===== src/rtl/core/pps_pkg.sv =====
// ----------------------------------------------------------------------------
// pps_pkg
// Shared types and constants of the playback position sequencer: word
// layouts of the request and response channels, command and play kind codes,
// and configuration register indexes.
// ----------------------------------------------------------------------------
`default_nettype none

package pps_pkg;

   // field widths
   localparam int TIME_BITS = 24;
   localparam int STEP_BITS = 16;
   localparam int KIND_BITS = 4;
   localparam int PROG_BITS = 17;
   localparam int CSR_INDEX_BITS = 1;

   // signed working width of the position arithmetic, two spare bits
   localparam int CALC_BITS = ((TIME_BITS > STEP_BITS) ? TIME_BITS : STEP_BITS) + 2;

   // unsigned Q1.16 one and half
   localparam logic [PROG_BITS-1:0] ONE_Q16  = PROG_BITS'(65536);
   localparam logic [PROG_BITS-1:0] HALF_Q16 = PROG_BITS'(32768);

   // command codes
   typedef enum logic [1:0] {
      MODE_TICK         = 2'd0,
      MODE_PLAY         = 2'd1,
      MODE_STOP         = 2'd2,
      MODE_SET_PROGRESS = 2'd3
   } mode_type;

   // play kinds
   typedef enum logic [KIND_BITS-1:0] {
      KIND_ONCE              = 4'd0,
      KIND_LOOP              = 4'd1,
      KIND_PINGPONG          = 4'd2,
      KIND_PINGPONG_LOOP     = 4'd3,
      KIND_ONCE_REV          = 4'd4,
      KIND_LOOP_REV          = 4'd5,
      KIND_PINGPONG_REV      = 4'd6,
      KIND_PINGPONG_LOOP_REV = 4'd7,
      KIND_STOP_HALF         = 4'd8
   } play_kind_type;

   // configuration register indexes
   localparam logic [CSR_INDEX_BITS-1:0] CSR_DURATION    = 1'b0;
   localparam logic [CSR_INDEX_BITS-1:0] CSR_START_DELAY = 1'b1;

   // request word
   typedef struct packed {
      mode_type                 mode;
      logic [STEP_BITS-1:0]     time_step;
      logic [KIND_BITS-1:0]     play_kind;
      logic [PROG_BITS-1:0]     progress;
   } req_word_type;

   // response word
   typedef struct packed {
      logic [TIME_BITS-1:0]     position;
      logic                     playing;
      logic                     forward;
      logic                     finished;
      logic                     looped;
      logic                     start_event;
      logic                     complete_event;
   } rsp_word_type;

endpackage

`default_nettype wire


===== src/rtl/core/playback_position_sequencer.sv =====
// ----------------------------------------------------------------------------
// playback_position_sequencer
// Tracks a playback position between zero and the configured duration under
// nine play kinds, applying ticks, play, stop and set-progress commands.
// ----------------------------------------------------------------------------
//
//  channel  ports                          direction  moves
//  req      req_valid req_ready req_word   in         one command word
//  rsp      rsp_valid rsp_ready rsp_word   out        one result word
//  csr      csr_valid csr_ready csr_index  in         one register write
//           csr_data
//
//  one word per cycle sustained while rsp_ready holds; a taken word goes to
//  the input register, then to the result register once it is free: update
//  logic on the input register loads the result and playback state together
//  synchronous reset clears the playback state and both register stages
//  a stalled rsp holds its word; req stays open until the input register
//  also holds a word that cannot move on
//  csr writes are always taken
//
`default_nettype none

module playback_position_sequencer (
   input  wire                                    clock,
   input  wire                                    reset,
   input  wire                                    req_valid,
   output logic                                   req_ready,
   input  pps_pkg::req_word_type                  req_word,
   output logic                                   rsp_valid,
   input  wire                                    rsp_ready,
   output pps_pkg::rsp_word_type                  rsp_word,
   input  wire                                    csr_valid,
   output logic                                   csr_ready,
   input  wire  [pps_pkg::CSR_INDEX_BITS-1:0]     csr_index,
   input  wire  [pps_pkg::TIME_BITS-1:0]          csr_data
);

   localparam int TB = pps_pkg::TIME_BITS;
   localparam int CB = pps_pkg::CALC_BITS;
   localparam int PB = TB + pps_pkg::PROG_BITS + 1;

   // signed zero for the position compares
   localparam logic signed [CB-1:0] CALC_ZERO = '0;

   // configuration registers
   logic [TB-1:0] duration_ff;
   logic [TB-1:0] start_delay_ff;

   // playback state
   logic [TB-1:0]                position_ff, position_in;
   logic [TB-1:0]                delay_left_ff, delay_left_in;
   pps_pkg::play_kind_type       kind_ff, kind_in;
   logic                         moving_up_ff, moving_up_in;
   logic                         active_ff, active_in;
   logic                         done_ff, done_in;
   logic                         wrapped_ff, wrapped_in;
   logic                         started_ff, started_in;

   // pipeline
   logic                         s1_valid_ff;
   pps_pkg::req_word_type        s1_word_ff;
   logic                         rsp_valid_ff;
   pps_pkg::rsp_word_type        rsp_word_ff, rsp_word_in;
   logic                         advance;

   // update datapath
   logic signed [CB-1:0]         pos_calc;
   logic signed [CB-1:0]         dur_calc;
   logic signed [CB-1:0]         dt_calc;
   logic signed [CB-1:0]         step_calc;
   logic signed [CB-1:0]         delay_calc;
   logic signed [CB-1:0]         p_calc;
   logic                         moving;
   logic                         zero_dur;
   logic                         at_end;
   logic                         at_start;
   logic                         is_ping;
   logic                         is_ping_rev;
   logic                         is_rev_kind;
   logic                         ev_start;
   logic                         ev_complete;
   logic [pps_pkg::PROG_BITS-1:0] frac;
   logic [PB-1:0]                prog_prod;

   // csr writes
   assign csr_ready = 1'b1;

   always_ff @(posedge clock) begin
      if (reset) begin
         duration_ff    <= '0;
         start_delay_ff <= '0;
      end else if (csr_valid) begin
         unique case (csr_index)
            pps_pkg::CSR_DURATION:    duration_ff    <= csr_data;
            pps_pkg::CSR_START_DELAY: start_delay_ff <= csr_data;
            default:                  duration_ff    <= duration_ff;
         endcase
      end
   end

   // handshake: input register moves on when the result register is free
   assign advance   = s1_valid_ff && (!rsp_valid_ff || rsp_ready);
   assign req_ready = !s1_valid_ff || advance;
   assign rsp_valid = rsp_valid_ff;
   assign rsp_word  = rsp_word_ff;

   always_ff @(posedge clock) begin
      if (reset) begin
         s1_valid_ff <= 1'b0;
      end else if (req_ready) begin
         s1_valid_ff <= req_valid;
      end
   end

   always_ff @(posedge clock) begin
      if (req_ready && req_valid) begin
         s1_word_ff <= req_word;
      end
   end

   always_ff @(posedge clock) begin
      if (reset) begin
         rsp_valid_ff <= 1'b0;
      end else if (advance) begin
         rsp_valid_ff <= 1'b1;
      end else if (rsp_ready) begin
         rsp_valid_ff <= 1'b0;
      end
   end

   always_ff @(posedge clock) begin
      if (advance) begin
         rsp_word_ff <= rsp_word_in;
      end
   end

   // playback state register
   always_ff @(posedge clock) begin
      if (reset) begin
         position_ff   <= '0;
         delay_left_ff <= '0;
         kind_ff       <= pps_pkg::KIND_ONCE;
         moving_up_ff  <= 1'b1;
         active_ff     <= 1'b0;
         done_ff       <= 1'b0;
         wrapped_ff    <= 1'b0;
         started_ff    <= 1'b0;
      end else if (advance) begin
         position_ff   <= position_in;
         delay_left_ff <= delay_left_in;
         kind_ff       <= kind_in;
         moving_up_ff  <= moving_up_in;
         active_ff     <= active_in;
         done_ff       <= done_in;
         wrapped_ff    <= wrapped_in;
         started_ff    <= started_in;
      end
   end

   // set progress: duration times fraction (one minus fraction when moving down), rounded half up
   always_comb begin
      frac = (s1_word_ff.progress > pps_pkg::ONE_Q16) ? pps_pkg::ONE_Q16
                                                      : s1_word_ff.progress;
      if (!moving_up_ff) begin
         frac = pps_pkg::ONE_Q16 - frac;
      end
      prog_prod = PB'(duration_ff) * PB'(frac) + PB'(pps_pkg::HALF_Q16);
   end

   // kind classes and tick operands
   assign is_ping     = (kind_ff == pps_pkg::KIND_PINGPONG) ||
                        (kind_ff == pps_pkg::KIND_PINGPONG_LOOP);
   assign is_ping_rev = (kind_ff == pps_pkg::KIND_PINGPONG_REV) ||
                        (kind_ff == pps_pkg::KIND_PINGPONG_LOOP_REV);
   assign is_rev_kind = (s1_word_ff.play_kind >= pps_pkg::KIND_ONCE_REV) &&
                        (s1_word_ff.play_kind <= pps_pkg::KIND_PINGPONG_LOOP_REV);
   assign pos_calc    = CB'(position_ff);
   assign dur_calc    = CB'(duration_ff);
   assign step_calc   = CB'(s1_word_ff.time_step);
   assign delay_calc  = CB'(delay_left_ff);
   assign zero_dur    = (duration_ff == '0);

   // next state and result
   always_comb begin
      position_in   = position_ff;
      delay_left_in = delay_left_ff;
      kind_in       = kind_ff;
      moving_up_in  = moving_up_ff;
      active_in     = active_ff;
      done_in       = done_ff;
      wrapped_in    = wrapped_ff;
      started_in    = started_ff;
      ev_start      = 1'b0;
      ev_complete   = 1'b0;
      moving        = 1'b0;
      dt_calc       = step_calc;
      p_calc        = pos_calc;
      at_end        = 1'b0;
      at_start      = 1'b0;

      unique case (s1_word_ff.mode)
         pps_pkg::MODE_TICK: begin
            // spend the start delay first
            if (active_ff) begin
               moving = 1'b1;
               if (delay_left_ff != '0) begin
                  if (step_calc < delay_calc) begin
                     delay_left_in = delay_left_ff - TB'(s1_word_ff.time_step);
                     moving        = 1'b0;
                  end else begin
                     dt_calc       = step_calc - delay_calc;
                     delay_left_in = '0;
                  end
               end
            end
            if (moving) begin
               if (!started_ff) begin
                  started_in = 1'b1;
                  ev_start   = 1'b1;
               end
               p_calc     = moving_up_ff ? (pos_calc + dt_calc) : (pos_calc - dt_calc);
               wrapped_in = 1'b0;
               at_end     = zero_dur || (p_calc >= dur_calc);
               at_start   = !zero_dur && (p_calc <= CALC_ZERO);

               // wrap, bounce and finish rules
               if (kind_ff == pps_pkg::KIND_ONCE && at_end) begin
                  active_in   = 1'b0;
                  done_in     = 1'b1;
                  ev_complete = 1'b1;
               end else if (kind_ff == pps_pkg::KIND_LOOP && at_end) begin
                  p_calc     = '0;
                  wrapped_in = 1'b1;
               end else if (is_ping && at_end && moving_up_ff) begin
                  moving_up_in = 1'b0;
                  p_calc       = dur_calc;
               end else if (is_ping && at_start && !moving_up_ff) begin
                  moving_up_in = 1'b1;
                  p_calc       = '0;
                  if (kind_ff == pps_pkg::KIND_PINGPONG) begin
                     active_in   = 1'b0;
                     done_in     = 1'b1;
                     ev_complete = 1'b1;
                  end else begin
                     wrapped_in = 1'b1;
                  end
               end else if (kind_ff == pps_pkg::KIND_ONCE_REV && at_start) begin
                  active_in   = 1'b0;
                  done_in     = 1'b1;
                  ev_complete = 1'b1;
               end else if (kind_ff == pps_pkg::KIND_LOOP_REV && at_start) begin
                  p_calc     = dur_calc;
                  wrapped_in = 1'b1;
               end else if (is_ping_rev && at_start && !moving_up_ff) begin
                  moving_up_in = 1'b1;
                  p_calc       = '0;
               end else if (is_ping_rev && at_end && moving_up_ff) begin
                  moving_up_in = 1'b0;
                  p_calc       = dur_calc;
                  if (kind_ff == pps_pkg::KIND_PINGPONG_REV) begin
                     active_in   = 1'b0;
                     done_in     = 1'b1;
                     ev_complete = 1'b1;
                  end
               end else if (kind_ff == pps_pkg::KIND_STOP_HALF &&
                            (zero_dur || p_calc > (dur_calc >>> 1))) begin
                  p_calc = dur_calc >>> 1;
               end

               // clamp to 0..duration
               if (p_calc < CALC_ZERO) begin
                  p_calc = '0;
               end else if (p_calc > dur_calc) begin
                  p_calc = dur_calc;
               end
               position_in = p_calc[TB-1:0];
            end
         end
         pps_pkg::MODE_PLAY: begin
            // unknown kinds are ignored
            if (s1_word_ff.play_kind <= pps_pkg::KIND_STOP_HALF) begin
               position_in   = is_rev_kind ? duration_ff : '0;
               moving_up_in  = !is_rev_kind;
               delay_left_in = start_delay_ff;
               active_in     = 1'b1;
               kind_in       = pps_pkg::play_kind_type'(s1_word_ff.play_kind);
               done_in       = 1'b0;
            end
         end
         pps_pkg::MODE_STOP: begin
            active_in = 1'b0;
         end
         pps_pkg::MODE_SET_PROGRESS: begin
            position_in = prog_prod[TB+15:16];
         end
         default: begin
            active_in = active_ff;
         end
      endcase

      rsp_word_in.position       = position_in;
      rsp_word_in.playing        = active_in;
      rsp_word_in.forward        = moving_up_in;
      rsp_word_in.finished       = done_in;
      rsp_word_in.looped         = wrapped_in;
      rsp_word_in.start_event    = ev_start;
      rsp_word_in.complete_event = ev_complete;
   end

`ifndef SYNTH
   // a completion always leaves the block stopped and finished
   assert property (@(posedge clock) disable iff (reset)
      rsp_valid_ff && rsp_word_ff.complete_event |->
         rsp_word_ff.finished && !rsp_word_ff.playing)
      else $error("complete word without finished state");

   // the start pulse fires once per reset
   assert property (@(posedge clock) disable iff (reset)
      started_ff |=> started_ff)
      else $error("start marker cleared outside reset");

   // a start pulse comes with a running or just finished playback
   assert property (@(posedge clock) disable iff (reset)
      rsp_valid_ff && rsp_word_ff.start_event |->
         rsp_word_ff.playing || rsp_word_ff.finished)
      else $error("start word while idle");

   // playing and finished exclude each other
   assert property (@(posedge clock) disable iff (reset)
      !(active_ff && done_ff))
      else $error("active and done both set");
`endif

endmodule

`default_nettype wire

===== config.mk =====
export PLATFORM = sky130hd
export DESIGN_NAME = playback_position_sequencer
export DESIGN_NICKNAME = d
export VERILOG_FILES = /design/src/rtl/core/pps_pkg.sv /design/src/rtl/core/playback_position_sequencer.sv
export SDC_FILE = /design/constraint.sdc
export NUM_CORES = 2
export LEC_CHECK = 0
export BUFFER_PORTS_ARGS = -buffer_cell sky130_fd_sc_hd__buf_2
export CORE_MARGIN = 2
export CORE_UTILIZATION = 40
export CTS_CLUSTER_DIAMETER = 40
export DETAILED_ROUTE_END_ITERATION = 16
export GPL_TIMING_DRIVEN = 0
export PLACE_DENSITY = 0.62
export RECOVER_POWER = 25
export SLEW_MARGIN = 40
export SYNTH_ARGS = -nofsm -noshare
export SYNTH_HDL_FRONTEND = slang
export SYNTH_SLANG_ARGS = --single-unit
export TNS_END_PERCENT = 5

===== constraint.sdc =====
create_clock -name clock -period 17.4 [get_ports clock]
set_input_delay 5.22 -clock clock [delete_from_list [all_inputs] [get_ports clock]]
set_output_delay 5.22 -clock clock [all_outputs]
set_load 0.03 [all_outputs]

==> impl_results.md <==
- H-tree depth: 4
- Max-cap violations: 1
- Layout cell share with drive strength beyond 1: 6.43%
- Die height: 265 µm
- Flop pwr share: 23.6%
- Hold wc startpoint: start_delay_ff[16]
- CP peak stage delay: 770 ps
- Hold buffer count at cts: 0
- Crit share post-route: 94.9%
- Leakage: 12.7 nW
- Clk network pwr share: 20.5%
- Sequential area share after synthesis: 15.4%
- Clock buffer depth: 2
- Initial Util: 40.5%
- Setup Skew: 33.3 ps
- Place WS: 1760 ps
- Clk root buf: clkbuf_16
- Avg Synthesized Cell Area: 8.27 µm²
- R2R Path Start: delay_left_ff[4]
- Vias in the first global route: 24300
- CP bufs+invs: 10
- Grt met1 use: 36.3%
- Hold Crit Class: register to register
- Die area: 0.0704 mm²
- Footprint of the multi-input gates: 0.0208 mm²
- Gr busiest metal: met2
- RSZ-0062 raised after global routing: no
- Total GRT Usage: 28.5%
- Final Core Density: 44.0%
- Cell at the slowest stage of the critical path: o41ai_1
- Yosys warns: 0
- Post-route ant nets: 0
- WS Path Type: register to register
- Cell variety after synth: 98
- Antenna violations before repair: 3
- Drt total wl: 101000 µm
- Gate power share: 55.8%
- Least-Margin Pin Slew: 1980 ps
- WHS: 474 ps
- Max-slew violations: 33
- First-pass GRT wire length: 150000 µm
- Vias per cell: 5.83
- I/O pin total: 102
- Status: finished, violations left
- Cts bufs inserted: 17
- Post-CTS Setup Bufs: 0
- Pre-Repair DR Iteration Count: 7
- Port Buffers: 99
- Worst EP arrival: 16740 ps
- Power density over the cells: 68.3 mW/mm²
- Drt first-iter violations: 2535
- Post-Syn Nets: 3959
- Worst Slack Setup Final: 889 ps
- Remaining Overflow, GRT: 0
- Core Region: 0.0674 mm²
- Register area: 0.00421 mm²
- Switching Share: 48.3%
- Ant diodes: 0
- Nets: 4082
- Commonest non-fill, non-tap cell in the layout: nand2_1
- Slew HR: -31.9%
- Post-DP HPWL: 81400 µm
- Synth Instances: 3303
- CP most frequent cell: o21a_1
- Synth-to-Final Area Change: 8.49%
- Maximum VDD drop: 0.0843 mV
- Post-synth EDFFs: 69
- Met2 Usage GRT: 46.1%
- Worst path required time: 17630 ps
- Psw: 0.978 mW
- Worst setup SP type: register
- Die Wd: 265 µm
- TritonCTS clock tree: done
- FMAX: 60.6 MHz
- Met3 Use GR: 5.01%
- Later-pin clock latency in the skew report: 530 ps
- Final-report hold violation count: 0
- Setup violations, final: 0
- Pint: 1.05 mW
- Critical path's top delay family: compound AO/OA/AOI/OAI gates
- Rows: 95
- Post-route DRC: 0
- Most frequent cells in the layout: nand2_1, inv_1, fa_1
- CP max FO: 10
- Pin count of the biggest net entering global routing: 36
- Main synth FF type: dfxtp_1
- WL/cell: 23.3 µm
- Vias: 25122
- Final GP Congestion: 0.983
- # fillers: 6772
- Synthesis-stage register bit count: 176
- CP startpoint: delay_left_ff[4]
- Placed insts: 4280
- Sink Count: 176
- Clk slew on worst S/H paths: 80 ps
- Post-cts resize count: 0
- Critical Path Sink Type: register
- Setup TNS: 0 ps
- Min Clock Period, post-route: 16510 ps
- Failing checks: capacitance limit, slew limit
- Fin cells: 4312
- Cell Area, Synth: 0.0273 mm²
- Async set-reset flop share out of synthesis: 0%
## logic make-up after synthesis
group	synth area share (%)
buf+inv	8.80
simple gates	18.4
flops	15.4
fa+ha+maj	36.0
compound gates	17.4
other cells	0.0137
xor+xnor	2.69
mux	1.22
## flip-flops by register name (all words and copies together), names as in the netlist, 4 cells and up
| register | count |
|---|---|
| s1_word_ff | 39 |
| rsp_word | 30 |
| delay_left_ff | 24 |
| duration_ff | 24 |
| position_ff | 24 |
| start_delay_ff | 24 |
| kind_ff | 4 |
## per-layer routing
metal	up-vias	wire length (µm)	part of all wire [%]
met4	4	6020	6.0
met5	-	22	0.022
met2	1182	46000	46
li1	11410	-	-
met3	280	8010	8.0
met1	12246	40600	40
## Yosys cell counts, types with 10 or more instances
cell	instances	area (µm²)
nand3_1	38	190
o21ai_0	102	510
nand4_1	23	144
o211ai_1	23	173
a21oi_1	209	1050
a222oi_1	10	100
mux2_2	12	135
nand2_1	468	1760
ha_1	256	3200
clkbuf_1	170	638
nor2_1	221	830
inv_1	441	1660
nor3_1	88	440
o22ai_1	10	62.6
and2_1	76	475
a2111oi_0	13	114
a21o_1	43	323
fa_1	331	6630
nor4_1	17	106
nor2b_1	24	150
dfxtp_1	107	2140
a22oi_1	12	90.1
or3_1	20	125
mux2i_1	16	160
o31ai_1	15	113
a211oi_1	52	390
edfxtp_1	69	2070
o21a_1	30	225
xor2_1	23	201
a221o_1	11	110
o31a_1	10	87.6
xnor2_1	61	534
nand2b_1	29	181
a31oi_1	21	131
o21bai_1	17	128
and3_1	27	169
a221oi_1	26	228
## power groups by stage
stage                     combinational (mW)  sequential (mW)  clock (mW)
final                                   1.13            0.479       0.416
after floorplan                        0.728            0.484           0
after global routing                    1.22            0.480       0.436
after detailed placement                1.08            0.487           0
after CTS                               1.09            0.477       0.420
after global placement                  1.08            0.487           0
## worst paths after layout
path	cells after the start	slack, ps	to
max	59	890	rsp_word[16]
min reg2reg	2	470	start_delay_ff[16]
min	2	470	start_delay_ff[16]
max reg2reg	59	890	rsp_word[16]
## final cells by class
cell class                 instances  share of cell area, %
buffer                           191                   2.59
clock inverter                    15                  0.612
timing repair buffer             104                   1.82
multi-input combinational       2494                   70.0
clock buffer                      17                   1.44
inverter                         442                   5.60
tap                              873                   3.69
sequential                       176                   14.2
## stage by stage
step	total power [mW]	cell area, µm²
2_1_floorplan	1.21	27300
3_3_place_gp	1.56	28900
3_5_place_dp	1.57	29000
4_1_cts	1.99	29600
5_1_grt	2.13	29600
6_report	2.02	29600
## worst reg2reg max path: cells and delay by family, from the launching register on
family          cells  cell delay [ps]
simple gates       11             2160
buf+inv            10             2940
xor+xnor            2              740
flops               1              500
fa+ha+maj           5             1450
compound gates     31             8430
Note: power is estimated with default switching activity, not from simulation.
